## src/sv/vlbt_pkg.sv

```systemverilog
// Shared types, constants and triangle tables for the voxel boundary extractor.
// No dependencies; used by vlbt_emit and voxel_label_boundary_triangles.
package vlbt_pkg;

	localparam int MAX_AXIS_DEF   = 256;
	localparam int LABEL_BITS_DEF = 16;
	localparam int CFG_W          = 9;
	localparam int CFG_IDX_W      = 2;
	localparam int COORD_W        = 8;
	localparam int TRI_W          = 27;

	localparam logic [CFG_IDX_W-1:0] CFG_SIZE_I = 2'd0;
	localparam logic [CFG_IDX_W-1:0] CFG_SIZE_J = 2'd1;
	localparam logic [CFG_IDX_W-1:0] CFG_SIZE_K = 2'd2;

	localparam logic [CFG_W-1:0] SIZE_RESET = 9'd256;

	localparam logic [1:0] AX_K = 2'd0;
	localparam logic [1:0] AX_J = 2'd1;
	localparam logic [1:0] AX_I = 2'd2;

	typedef struct packed {
		logic       clr;
		logic [2:0] diff;
		logic [2:0] gt;
	} hand_ctl_t;

	typedef struct packed {
		logic [2:0] a;
		logic [2:0] b;
		logic [2:0] c;
	} tri_ids_t;

	// corner ids of one triangle: neighbor axis, cell label greater, triangle of pair
	function automatic tri_ids_t tri_corners(input logic [1:0] ax, input logic g,
			input logic t);
		tri_ids_t r;
		r = '{a: 3'd0, b: 3'd0, c: 3'd0};
		case ({ax, g, t})
			{AX_K, 1'b0, 1'b0}: r = '{a: 3'd1, b: 3'd4, c: 3'd2};
			{AX_K, 1'b0, 1'b1}: r = '{a: 3'd4, b: 3'd5, c: 3'd2};
			{AX_K, 1'b1, 1'b0}: r = '{a: 3'd2, b: 3'd5, c: 3'd4};
			{AX_K, 1'b1, 1'b1}: r = '{a: 3'd2, b: 3'd4, c: 3'd1};
			{AX_J, 1'b0, 1'b0}: r = '{a: 3'd0, b: 3'd3, c: 3'd1};
			{AX_J, 1'b0, 1'b1}: r = '{a: 3'd3, b: 3'd4, c: 3'd1};
			{AX_J, 1'b1, 1'b0}: r = '{a: 3'd0, b: 3'd1, c: 3'd3};
			{AX_J, 1'b1, 1'b1}: r = '{a: 3'd1, b: 3'd4, c: 3'd3};
			{AX_I, 1'b0, 1'b0}: r = '{a: 3'd3, b: 3'd5, c: 3'd4};
			{AX_I, 1'b0, 1'b1}: r = '{a: 3'd3, b: 3'd6, c: 3'd5};
			{AX_I, 1'b1, 1'b0}: r = '{a: 3'd6, b: 3'd3, c: 3'd5};
			{AX_I, 1'b1, 1'b1}: r = '{a: 3'd3, b: 3'd4, c: 3'd5};
			default: r = '{a: 3'd0, b: 3'd0, c: 3'd0};
		endcase
		return r;
	endfunction

	// corner offset as {slow, middle, fast}
	function automatic logic [2:0] corner_ofs(input logic [2:0] id);
		logic [2:0] r;
		case (id)
			3'd0: r = 3'b010;
			3'd1: r = 3'b011;
			3'd2: r = 3'b001;
			3'd3: r = 3'b110;
			3'd4: r = 3'b111;
			3'd5: r = 3'b101;
			3'd6: r = 3'b100;
			default: r = 3'b000;
		endcase
		return r;
	endfunction

endpackage

```

## src/sv/vlbt_emit.sv

```systemverilog
// Triangle emitter: walks the differing neighbor axes of one cell, two triangles each,
// numbers them and holds each in the output register. Depends on vlbt_pkg.
module vlbt_emit #(
	parameter int MAX_AXIS = vlbt_pkg::MAX_AXIS_DEF
) (
	input  logic                        clk,
	input  logic                        arst_n,
	input  logic                        h_valid,
	output logic                        h_ready,
	input  vlbt_pkg::hand_ctl_t         h_ctl,
	input  logic [$clog2(MAX_AXIS)-1:0] h_ci,
	input  logic [$clog2(MAX_AXIS)-1:0] h_cj,
	input  logic [$clog2(MAX_AXIS)-1:0] h_ck,
	output logic                        out_valid,
	input  logic                        out_ready,
	output logic [vlbt_pkg::COORD_W-1:0] corner_a_x,
	output logic [vlbt_pkg::COORD_W-1:0] corner_a_y,
	output logic [vlbt_pkg::COORD_W-1:0] corner_a_z,
	output logic [vlbt_pkg::COORD_W-1:0] corner_b_x,
	output logic [vlbt_pkg::COORD_W-1:0] corner_b_y,
	output logic [vlbt_pkg::COORD_W-1:0] corner_b_z,
	output logic [vlbt_pkg::COORD_W-1:0] corner_c_x,
	output logic [vlbt_pkg::COORD_W-1:0] corner_c_y,
	output logic [vlbt_pkg::COORD_W-1:0] corner_c_z,
	output logic [vlbt_pkg::TRI_W-1:0]   triangle_index,
	output logic                        last_of_run
);
	import vlbt_pkg::*;

	localparam int PW = $clog2(MAX_AXIS);
	localparam int XW = (PW + 1 > COORD_W) ? PW + 1 : COORD_W;

	function automatic logic [COORD_W-1:0] coord(input logic [PW-1:0] base,
			input logic d);
		logic [XW-1:0] s;
		s = XW'(base) + XW'(d);
		return s[COORD_W-1:0];
	endfunction

	logic               s2_v_q;
	logic               half_s2;
	logic [2:0]         diff_s2;
	logic [2:0]         gt_s2;
	logic [PW-1:0]      ci_s2;
	logic [PW-1:0]      cj_s2;
	logic [PW-1:0]      ck_s2;
	logic [TRI_W-1:0]   cnt_q;
	logic               out_valid_q;
	logic [COORD_W-1:0] ax_q, ay_q, az_q, bx_q, by_q, bz_q, cx_q, cy_q, cz_q;
	logic [TRI_W-1:0]   idx_q;
	logic               last_q;

	logic       [1:0] ax;
	logic             g;
	tri_ids_t         ids;
	logic       [2:0] oa, ob, oc;
	logic             single;
	logic             last;
	logic             emit;
	logic             load;
	logic       [2:0] diff_clr;

	always_comb begin
		if (diff_s2[0]) begin
			ax = AX_K;
			g  = gt_s2[0];
		end else if (diff_s2[1]) begin
			ax = AX_J;
			g  = gt_s2[1];
		end else begin
			ax = AX_I;
			g  = gt_s2[2];
		end
	end

	assign ids      = tri_corners(ax, g, half_s2);
	assign oa       = corner_ofs(ids.a);
	assign ob       = corner_ofs(ids.b);
	assign oc       = corner_ofs(ids.c);
	assign diff_clr = diff_s2 & (diff_s2 - 3'd1);
	assign single   = (diff_clr == 3'd0);
	assign last     = half_s2 && single;
	assign emit     = s2_v_q && (!out_valid_q || out_ready);
	assign h_ready  = !s2_v_q || (emit && last);
	assign load     = h_valid && h_ready;

	always_ff @(posedge clk or negedge arst_n) begin
		if (!arst_n) begin
			s2_v_q      <= 1'b0;
			half_s2     <= 1'b0;
			cnt_q       <= '0;
			out_valid_q <= 1'b0;
		end else begin
			if (load) begin
				s2_v_q  <= (h_ctl.diff != 3'd0);
				half_s2 <= 1'b0;
			end else if (emit && last) begin
				s2_v_q  <= 1'b0;
				half_s2 <= 1'b0;
			end else if (emit) begin
				half_s2 <= !half_s2;
			end
			if (load && h_ctl.clr) begin
				cnt_q <= '0;
			end else if (emit) begin
				cnt_q <= cnt_q + TRI_W'(1);
			end
			if (emit) begin
				out_valid_q <= 1'b1;
			end else if (out_ready) begin
				out_valid_q <= 1'b0;
			end
		end
	end

	always_ff @(posedge clk) begin
		if (load) begin
			diff_s2 <= h_ctl.diff;
			gt_s2   <= h_ctl.gt;
			ci_s2   <= h_ci;
			cj_s2   <= h_cj;
			ck_s2   <= h_ck;
		end else if (emit && half_s2) begin
			diff_s2 <= diff_clr;
		end
		if (emit) begin
			ax_q   <= coord(ci_s2, oa[2]);
			ay_q   <= coord(cj_s2, oa[1]);
			az_q   <= coord(ck_s2, oa[0]);
			bx_q   <= coord(ci_s2, ob[2]);
			by_q   <= coord(cj_s2, ob[1]);
			bz_q   <= coord(ck_s2, ob[0]);
			cx_q   <= coord(ci_s2, oc[2]);
			cy_q   <= coord(cj_s2, oc[1]);
			cz_q   <= coord(ck_s2, oc[0]);
			idx_q  <= cnt_q;
			last_q <= last;
		end
	end

	assign out_valid      = out_valid_q;
	assign corner_a_x     = ax_q;
	assign corner_a_y     = ay_q;
	assign corner_a_z     = az_q;
	assign corner_b_x     = bx_q;
	assign corner_b_y     = by_q;
	assign corner_b_z     = bz_q;
	assign corner_c_x     = cx_q;
	assign corner_c_y     = cy_q;
	assign corner_c_z     = cz_q;
	assign triangle_index = idx_q;
	assign last_of_run    = last_q;

	a_busy_has_axis: assert property (@(posedge clk) disable iff (!arst_n)
		s2_v_q |-> diff_s2 != 3'd0)
		else $error("emitter busy with no differing axis");

	a_run_continues: assert property (@(posedge clk) disable iff (!arst_n)
		emit && !last |=> s2_v_q)
		else $error("emitter dropped a cell before its last triangle");

	a_count_steps: assert property (@(posedge clk) disable iff (!arst_n)
		emit && !(load && h_ctl.clr) |=> cnt_q == $past(cnt_q) + TRI_W'(1))
		else $error("triangle count did not advance by one");

endmodule

```

## config.mk

```make
export PLATFORM = sky130hd
export DESIGN_NAME = vlbt_emit
export DESIGN_NICKNAME = d
export VERILOG_FILES = /design/src/sv/vlbt_pkg.sv /design/src/sv/vlbt_emit.sv
export SDC_FILE = /design/constraint.sdc
export NUM_CORES = 1
export LEC_CHECK = 0
export BUFFER_PORTS_ARGS = -buffer_cell sky130_fd_sc_hd__clkbuf_2
export CAP_MARGIN = 25
export CORE_UTILIZATION = 59
export DETAILED_ROUTE_END_ITERATION = 10
export PLACE_DENSITY_LB_ADDON = 0.08
export SLEW_MARGIN = 40
export SYNTH_ARGS = -nofsm -noshare
export SYNTH_HDL_FRONTEND = slang
export SYNTH_SLANG_ARGS = --single-unit
export TNS_END_PERCENT = 100
```

## constraint.sdc

```tcl
create_clock -name clk -period 5.5 [get_ports clk]
set_input_delay 0.55 -clock clk [delete_from_list [all_inputs] [get_ports clk]]
set_output_delay 0.55 -clock clk [all_outputs]
set_load 0.01 [all_outputs]
```

# After elaboration in Yosys (flattened, before gate mapping)
# Memory sizes are Yosys's and may differ from the RTL's.
# Cells that the tools add are included.
# totals
ff_bits,160
mem_bits_ro,144
input_bits,35
wordCells,90
n_memories,1
# op_classes
n_addsub,11
eq_ne,18
muxes,18
bitwise_logic,1
reduce_logical,21
# mem_list
name,depth,width,read_ports,rd_ports_with_merged_regs,wr,line,rtl
(name not given),16,9,1,0,0,vlbt_pkg.sv:39,"case ({ax, g, t})"
# ops
op,count
adder 8 x 1 -> 8 bit,9
one-hot mux 3 bit (7 select lines),3
two-way mux 27 bit,2
"adder 27 x 1 -> 27 bit, second input constant",1
"equality test 3 bit, second input constant",9
"equality test 3 x 2 -> 1 bit, second input constant",6
zero test 3 bit,4
"equality test 3 x 1 -> 1 bit, second input constant",3
two-way mux 1 bit,9
nonzero test 2 bit,4
logical AND 1 bit,6
two-way mux 3 bit,2
nonzero test 3 bit,2
two-way mux 2 bit,2
AND 3 bit,1
zero test 1 bit,3
"subtractor 3 x 1 -> 3 bit, second input constant",1
logical OR 1 bit,2

# Logic depth before layout (Yosys ltp)
# Gate-level depths: netlist of run 1.
# logic_depth
ltp_word,9
ltp_mapped,14

# Worst setup path before layout of run 1
# Ideal clock, no wire load.
# synth_timing
path_type,input to register
startpoint,in out_ready
endpoint,"reg diff_s2[0], enable pin"
setup_time_ps,304
arrival_time_ps,3574
t_required_ps,5196
setup_slack_ps,1622
cell_stages,6
cell_sequence,nand2b_1 > clkbuf_1 > nand2_1 > clkbuf_1 > inv_1 > a21o_1
# synth_via
elab_chain_len,6
# synth_rtl
item,line,rtl
from (decl),vlbt_emit.sv:15,"input logic out_ready,"
logical OR 1 bit *,vlbt_emit.sv:83,assign emit = s2_v_q && (!out_valid_q || out_ready);
logical AND 1 bit *,vlbt_emit.sv:83,
via emit,vlbt_emit.sv:59,logic emit;
logical AND 1 bit,vlbt_emit.sv:84,assign h_ready = !s2_v_q || (emit && last);
logical OR 1 bit,vlbt_emit.sv:84,
logical AND 1 bit,vlbt_emit.sv:85,assign load = h_valid && h_ready;
nonzero test 2 bit (no line) *,-,
to (signal assigned),vlbt_emit.sv:118,diff_s2 <= h_ctl.diff;
to (signal assigned),vlbt_emit.sv:124,diff_s2 <= diff_clr;
to (decl),vlbt_emit.sv:42,logic [2:0] diff_s2;
# Mark *: on every way through the listed nets, which the timed path passes. The rest lies on a longest branch.
# A chain may end at the register's enable or synchronous reset.

# Worst setup path after layout of run 1
# layout_timing
startpoint,reg diff_s2[0]
endpoint,out h_ready
# layout_via
elab_chain_len,6
# layout_rtl
item,line,rtl
subtractor 3 x 1 -> 3 bit,vlbt_emit.sv:80,assign diff_clr = diff_s2 & (diff_s2 - 3'd1);
AND 3 bit *,vlbt_emit.sv:80,
zero test 3 bit *,vlbt_emit.sv:81,assign single = (diff_clr == 3'd0);
logical AND 1 bit *,vlbt_emit.sv:82,assign last = half_s2 && single;
logical AND 1 bit *,vlbt_emit.sv:84,
logical OR 1 bit *,vlbt_emit.sv:84,
to (decl),vlbt_emit.sv:9,"output logic h_ready,"
# Every way passes the cells marked *; elsewhere a longest branch is shown, timed or not.

==> results.toml, run 1 <==
[outcome]
outcome = "finished, final reports clean"

[place]
dp_hpwl_mm = 8.94
port_buffers = 136
place_area_um2 = 7750
routabilityCongestion = 0.803
pre_cts_slack_ns = 2.52

[cts]
cts_tree = "done"
clkTransAtPathRegs_ns = 0.06
cts_root_buffer = "clkbuf_16"
clock_latency_ns = 0.42
cts_resized = 0
cts_max_level = 4
cts_sinks = 160
post_cts_buffers = 0
cts.path.max_buffers = 2
cts_buffers = 17
hold_buffers = 0

[floorplan]
core_region_area_um2 = 11500
dieArea_um2 = 12300
fp.dieH_um = 111
initial_core_util_pct = 61.0
fp-row-count = 39
chipWidth_um = 111
ios = 137

[timing]
setup_slack_ns = 2.61
slew_violations = 0
rsz0062_at_grt = "false"
setup_violations = 0
post-route-period-util_pct = 52.6
slew_headroom_pct = 53.5
max_slew.worst_pin.slew_ns = 0.697
finalHoldViolCount = 0
skew_ns = 0.00403
tns_ns = 0
fmax_ghz = 0.346
min_period_ns = 2.89

[yosys]
yosysSeqAreaShare_pct = 66.5
synth-edff-count = 130
ys_seq_elements = 160
yosys_warnings = 0
syn_inst = 518
synth_flop_cell = "edfxtp_1"
syn_avg_cell_area_um2 = 13.5
async_flop_share_pct = 18.8
syn_nets = 577
synth_cell_types = 41
syn_area_um2 = 7000

[final_layout]
nNetsFinal = 706
antenna_cells = 0
post-route-util_pct = 72.6
area_growth_syn_to_layout_pct = 18.9
drive_gt1_share_pct = 25.3
final_common_cell = "clkbuf_2"
fill_cells = 753
mostFrequentLayoutCells = "clkbuf_2, edfxtp_1, xnor2_1, nand2_1, nand3_1"
stdcell_area_um2 = 8330

[hold_path]
worstHoldPathType = "primary input to async pin"

[global_route]
grt_pass1_wl_mm = 22.4
antenna_found_initial = 0
grt_usage_pct = 23.6
grt_max_degree = 72
grt_overflow = 0
grt_pass1_vias = 4483

[critical_path]
cp-start-kind = "register"
cp.arrival_ns = 2.34
end_kind = "output port"
cp.required_ns = 4.95
r2r_cells = 12
reg2reg_from = "diff_s2[1]"
critPathKind = "register to output port"
r2r_slack_ns = 2.62
rr_endpoint = "corner_b_x[4]"
worstPathMaxFanout = 20

[route]
drt_drc_violations_left = 0
firstDrtPassIters = 4
wl_mm = 13.6
antenna_left = 0
vias = 4566
via_per_inst = 5.69
drt_iter0_drc = 344
wl_per_cell_um = 16.9

[power]
leakagePower_nw = 3.28
vdd_drop_max_mv = 0.308
power_mw = 4.25
powerDensity_nw_per_um2 = 510

[job]
maxCapViolations = 0
[area by class of cell]
class / count / area, um^2 / share of cell area [%]
inverter: 8 / 35.0 / 0.421
clock inverter: 8 / 111 / 1.34
multi-input combinational: 322 / 2190 / 26.3
clock buffer: 24 / 462 / 5.54
timing repair buffer: 138 / 696 / 8.35
sequential: 160 / 4650 / 55.9
tap: 143 / 179 / 2.15
[critical path, stage by stage, from the launching register on]
cell and delay (ns):
edfxtp_1 0.63, maj3_1 0.47, o31ai_1 0.56, clkbuf_2 0.25
[Yosys cell counts (all sizes together), types with 2 or more instances]
cell type / n / area [um^2]
edfxtp: 130 / 3900
xnor2: 45 / 394
nand2: 43 / 161
nand3: 32 / 165
dfrtp: 30 / 751
a21oi: 28 / 144
ha: 24 / 300
xor2: 22 / 193
clkbuf: 20 / 75.1
nor2: 20 / 75.1
or4: 19 / 146
o31ai: 17 / 128
nand4: 13 / 81.3
o21ai: 13 / 65.1
and4: 8 / 70.1
buf: 8 / 52.5
inv: 8 / 30.0
and3: 6 / 37.5
or3: 6 / 37.5
nor2b: 5 / 31.3
and2: 3 / 18.8
nand2b: 3 / 18.8
mux2i: 2 / 20.0
nor3: 2 / 10.0
o21a: 2 / 15.0
[cell families after synthesis]
group / after synthesis / synth area share [%]
and+or+nand+nor: 162 / 12.4
DFF: 160 / 66.5
xor gates and xnor gates: 67 / 8.38
AOI/OAI and AO/OA: 66 / 5.76
buffers and inverters: 36 / 2.25
adders and majority gates: 25 / 4.43
muxes: 2 / 0.286
[per-stage QoR]
step | instances | hold WS [ns]
floorplan | 518 | 0.254
global placement | 771 | 0.479
detailed placement | 771 | 0.486
CTS | 803 | 0.215
global route | 803 | 0.218
finish | 803 | 0.173
[report_power, final]
part           switching [mW]  leakage, nW  internal [mW]
registers               0.221         1.66           1.77
logic                   0.669         1.33          0.436
clock network           0.431        0.279          0.720
total                    1.32         3.28           2.93
[registers in the layout, summed over array words and instances (netlist names)]
register / count
ci_s2: 8
cj_s2: 8
ck_s2: 8
cnt_q: 27
corner_a_x: 8
corner_a_y: 8
corner_a_z: 8
corner_b_x: 8
corner_b_y: 8
corner_b_z: 8
corner_c_x: 8
corner_c_y: 8
corner_c_z: 8
diff_s2: 3
gt_s2: 3
half_s2: 1
last_of_run: 1
out_valid: 1
s2_v_q: 1
triangle_index: 27
[how the worst max path moves through the flow]
stage | startpoint | endpoint | slack, ns | depth (start not counted)
CTS | diff_s2[0] | h_ready | 2.59 | 3
detailed placement | out_ready | half_s2 | 2.52 | 7
floorplan | out_ready | diff_s2[0] | 1.62 | 6
global placement | out_ready | half_s2 | 2.64 | 7
global route | diff_s2[0] | corner_b_z[3] | 2.40 | 10
finish | diff_s2[0] | h_ready | 2.61 | 3
[layer usage]
metal / GRT usage [%] / vias to the layer above / routed length (um) / share of wire (%)
met3: 5.30 / 21 / 640 / 4.7
met4: 10.8 / 0 / 246 / 1.8
met5: 0 / - / 0 / 0
met1: 30.0 / 2213 / 5700 / 42
li1: - / 2185 / - / -
met2: 38.6 / 147 / 6970 / 51
No activity file was read; power rests on OpenSTA's default activity.
==> run 2, diff against run 1 <==
Settings changed: CORE_UTILIZATION 59 to 50.
Clock period 5.5 ns to 2.3 ns, I/O delays scaled along.
==> run 2 against run 1 <==
Via count is 2.0% higher. Combinational power grew to 3.4 times the previous value. Utilization is 2.8 points lower. Largest cell class unchanged. Highest routed layer unchanged. The flow now finishes with violations (negative setup slack). Final cell count is 11% higher. Non-clock buffer count is 54 higher. Largest power group unchanged.
==> results.toml, run 2 (synthesis gave the netlist of run 1 again) <==
[outcome]
outcome = "finished, violations left"
failed_checks = "negative setup slack"

[critical_path]
path_delay_family = "compound AO/OA/AOI/OAI gates"
cp.required_ns = 2.47
critPathKind = "register to register"
worstPathMaxFanout = 7
max_stage_delay_ns = 0.42
crit_buf_inv = 0
cp_slowest_cell = "edfxtp_1"
cp.arrival_ns = 2.53
cp-start-kind = "register"
end_kind = "register"
path_cells = "mux2i_1 > o21a_2 > ha_2 > or3_1 > a32o_2 > ha_4 > nand4_1 > xnor2_1"

[route]
via_per_inst = 5.23
drt_drc_violations_left = 0
wl_mm = 14.3
vias = 4657
drt_iter0_drc = 323
wl_per_cell_um = 16.1
antenna_left = 0
firstDrtPassIters = 4

[cts]
cts_buffers = 17
cts_root_buffer = "clkbuf_16"
clkTransAtPathRegs_ns = 0.06
cts.path.max_buffers = 2
cts_sinks = 160
clock_latency_ns = 0.43
cts_tree = "done"
cts_max_level = 4

[final_layout]
antenna_cells = 0
stdcell_count = 890
final_common_cell = "clkbuf_2"
drive_gt1_share_pct = 39.9
nNetsFinal = 760
area_growth_syn_to_layout_pct = 34.2
mostFrequentLayoutCells = "clkbuf_2, edfxtp_1, xnor2_1, dfrtp_1, dlygate4sd3_1"
stdcell_area_um2 = 9390

[timing]
rsz0062_at_grt = "true"
slew_headroom_pct = 53.2
min_period_ns = 2.36
slew_violations = 0
max_slew.worst_pin.slew_ns = 0.702
finalHoldViolCount = 0
post-route-period-util_pct = 103
tns_ns = -0.519
fmax_ghz = 0.424
skew_ns = 0.00869
setup_violations = 20
setup_slack_ns = -0.0577
holdWs_ns = 0.0226

[place]
port_buffers = 136
place_area_um2 = 8390
pre_cts_slack_ns = -0.177
dp_cells = 830
routabilityCongestion = 0.828
dp_hpwl_mm = 9.72

[global_route]
grt_overflow = 0
grt_pass1_vias = 4590
grt_pass1_wl_mm = 22.8
grt_max_degree = 46
grt_usage_pct = 20.9
antenna_found_initial = 0

[power]
powerDensity_nw_per_um2 = 1190
leakagePower_nw = 3.59
vdd_drop_max_mv = 0.661

[floorplan]
fp-row-count = 42
initial_core_util_pct = 52.0
chipWidth_um = 120
core_region_area_um2 = 13500
fp.dieH_um = 120
dieArea_um2 = 14500
ios = 137

[hold_path]
worstHoldPathType = "primary input to register"

[job]
maxCapViolations = 0
## run 2: changes by cell type in the layout (fill, tap and decap cells not counted), moves of 16 or more
cell / before / now
nand3_1: 31 / 12
dlygate4sd3_1: 0 / 27
ha_4: 0 / 16
buf_4: 2 / 20
nand2_2: 0 / 18
ha_1: 24 / 2
nand2_1: 43 / 24
nand3_2: 1 / 18
## run 2: path summary, 6_finish.rpt
path	start	endpoint	slack, ns	cells past startpoint
max	diff_s2[1]	corner_a_z[4]	-0.06	8
min	h_ctl[2]	gt_s2[2]	0.02	1
max reg2reg	diff_s2[1]	corner_a_z[4]	-0.06	8
min reg2reg	cnt_q[26]	triangle_index[26]	0.50	0
max in group asynchronous	arst_n	cnt_q[26]	1.46	2
min in group asynchronous	arst_n	cnt_q[2]	0.38	2
## run 2: power by group
part           switching, mW  internal [mW]
sequential             0.447           4.23
clock                   1.16           1.53
combinational           2.05           1.73
total                   3.65           7.49
## run 2: through the flow
| stage | utilization (%) | power [mW] |
|---|---|---|
| 4_1_cts | 69.0 | 11.1 |
| 6_report | 69.8 | 11.1 |
| 3_3_place_gp | 62.4 | 8.21 |
| 2_1_floorplan | - | 6.87 |
| 5_1_grt | 69.8 | 11.8 |
| 3_5_place_dp | 62.4 | 8.28 |
## run 2: layer usage
layer	wire length (um)	up-vias	track usage, %
li1	-	2290	-
met1	6350	2222	27.0
met2	7060	128	33.7
met3	643	17	5.14
met4	282	0	9.03
met5	0	-	0
## run 2: final cells by class
| cell class | count | area (um^2) |
|---|---|---|
| timing repair buffer | 192 | 1250 |
| clock buffer | 18 | 439 |
| clock inverter | 14 | 129 |
| sequential | 160 | 4650 |
| inverter | 8 | 33.8 |
| multi-input combinational | 322 | 2670 |
| fill | 988 | 4060 |
| tap | 176 | 220 |
## run 2: repair_timing
item | 4_1_cts | 5_1_grt
pin swaps | 20 | 17
hold buffers | 27 | 0
hold endpoints to repair | 56 | 0
gates resized for setup | 13 | 22
setup buffers | 0 | 1
setup endpoints to repair | 52 | 59
==> run 3, diff against run 2 <==
Settings changed: CORE_UTILIZATION 50 to 59.
Clock period 2.3 ns to 3 ns, I/O delays scaled along.
==> run 3 against run 2 <==
The flow now finishes without violations. Fmax is 10% lower. Power down 30%. Sequential power shrank 23%. Hold slack better by 0.024 ns. Register-to-register slack improved by 0.44 ns. Clock skew is essentially flat. Critical path type unchanged. Largest cell class unchanged.
==> results.toml, run 3 (synthesis gave the netlist of run 1 again) <==
[hold_path]
whs_path_depth = 1
hold_start = "h_ck[3]"
hold_end = "ck_s2[3]"
worstHoldPathType = "primary input to register"

[power]
power_mw = 7.86
leakagePower_nw = 3.33
vdd_drop_max_mv = 0.755
powerDensity_nw_per_um2 = 933

[route]
via_per_inst = 5.66
drt_drc_violations_left = 0
wl_mm = 13.7
wl_per_cell_um = 16.9
drt_iter0_drc = 337
firstDrtPassIters = 4
antenna_left = 0
vias = 4594

[critical_path]
cp-start-kind = "register"
r2r_cells = 8
cp.required_ns = 3.15
path_cells = "o21a_1 > ha_1 > nor2b_1 > o32ai_1 > nand2b_1 > ha_1 > ha_1 > xor2_1"
cp.arrival_ns = 2.77
end_kind = "register"
crit_top_cell = "ha_1"
crit_buf_inv = 0
worstPathMaxFanout = 11
path_delay_family = "adder cells"
rr_endpoint = "corner_b_x[2]"
cp_slowest_cell = "edfxtp_1"
r2r_slack_ns = 0.38
reg2reg_from = "diff_s2[0]"
critPathKind = "register to register"
max_stage_delay_ns = 0.53

[place]
place_area_um2 = 7840
port_buffers = 136
dp_hpwl_mm = 9.47
pre_cts_slack_ns = 0.401
dp_cells = 779
routabilityCongestion = 0.894

[final_layout]
antenna_cells = 0
stdcell_area_um2 = 8420
drive_gt1_share_pct = 26.5
fill_cells = 769
area_growth_syn_to_layout_pct = 20.3
mostFrequentLayoutCells = "clkbuf_2, edfxtp_1, xnor2_1, nand2_1, nand3_1"
nNetsFinal = 715
stdcell_count = 812
final_common_cell = "clkbuf_2"
post-route-util_pct = 73.4

[cts]
post_cts_buffers = 0
cts.path.max_buffers = 2
clock_latency_ns = 0.42
cts_sinks = 160
cts_max_level = 4
clkTransAtPathRegs_ns = 0.06
cts_tree = "done"
cts_root_buffer = "clkbuf_16"
cts_buffers = 17

[global_route]
globalRoute.busiestLayer = "met2"
grt_pass1_wl_mm = 22.2
grtUsageMet3_pct = 6.62
antenna_found_initial = 0
grt_usage_pct = 23.7
grt_max_degree = 41
grtUsageMet2_pct = 38.5
grt_overflow = 0
grt_pass1_vias = 4446
grt_use_met1_pct = 29.8

[floorplan]
fp.dieH_um = 111
ios = 137
dieArea_um2 = 12300
chipWidth_um = 111
initial_core_util_pct = 61.0
fp-row-count = 39
core_region_area_um2 = 11500

[timing]
holdWs_ns = 0.0470
skew_ns = 0.00863
setup_slack_ns = 0.379
rsz0062_at_grt = "false"
post-route-period-util_pct = 87.4
min_period_ns = 2.62
fmax_ghz = 0.382
finalHoldViolCount = 0
setup_violations = 0
slew_headroom_pct = 53.0
tns_ns = 0
max_slew.worst_pin.slew_ns = 0.704
slew_violations = 0

[job]
maxCapViolations = 0

[outcome]
outcome = "finished, final reports clean"
## run 3: cell count changes in the layout (fill, tap and decap cells not counted), sizes merged
cell         delta
buf            -19
inv             -7
clkinvlp        +1
clkinv          -3
bufinv          +1
dlygate4sd3    -26
clkbuf          +8
## run 3: worst max path at each step
| stage | to | from | cells after the start | slack, ns |
|---|---|---|---|---|
| floorplan | diff_s2[0] | out_valid | 6 | 0.03 |
| global placement | corner_b_x[2] | diff_s2[0] | 8 | 0.49 |
| detailed placement | corner_b_x[2] | diff_s2[0] | 8 | 0.40 |
| CTS | corner_b_x[2] | diff_s2[0] | 8 | 0.39 |
| global route | corner_b_x[4] | diff_s2[0] | 11 | 0.16 |
| finish | corner_b_x[2] | diff_s2[0] | 8 | 0.38 |
## run 3: layout make-up
type	instances	area [um^2]	share of cell area, %
Inverter	8	33.8	0.401
Clock inverter	6	82.6	0.981
Clock buffer	26	489	5.81
Sequential cell	160	4650	55.3
Tap cell	143	179	2.13
Timing Repair Buffer	147	791	9.39
Multi-Input combinational cell	322	2190	26.0
## run 3: per-layer routing
metal | routed length [um] | up-vias
li1 | - | 2197
met1 | 5610 | 2230
met2 | 7060 | 143
met3 | 713 | 24
met4 | 337 | 0
met5 | 0 | -
## run 3: power breakdown
part / internal (mW) / switching [mW] / leakage [nW]
clock network: 1.29 / 0.797 / 0.278
registers: 3.24 / 0.341 / 1.66
logic: 0.877 / 1.32 / 1.38
## run 3: worst register-to-register path, stage by stage (launching register included)
cell and delay [ns]:
edfxtp_1 0.53, o21a_1 0.29, ha_1 0.36, nor2b_1 0.16
o32ai_1 0.24, nand2b_1 0.10, ha_1 0.25, ha_1 0.25
xor2_1 0.17
## run 3: repair_timing
action                                 in CTS  in global routing
gates resized for setup                     0                  0
endpoints found under the hold margin      30                  0
hold buffers                                1                  0
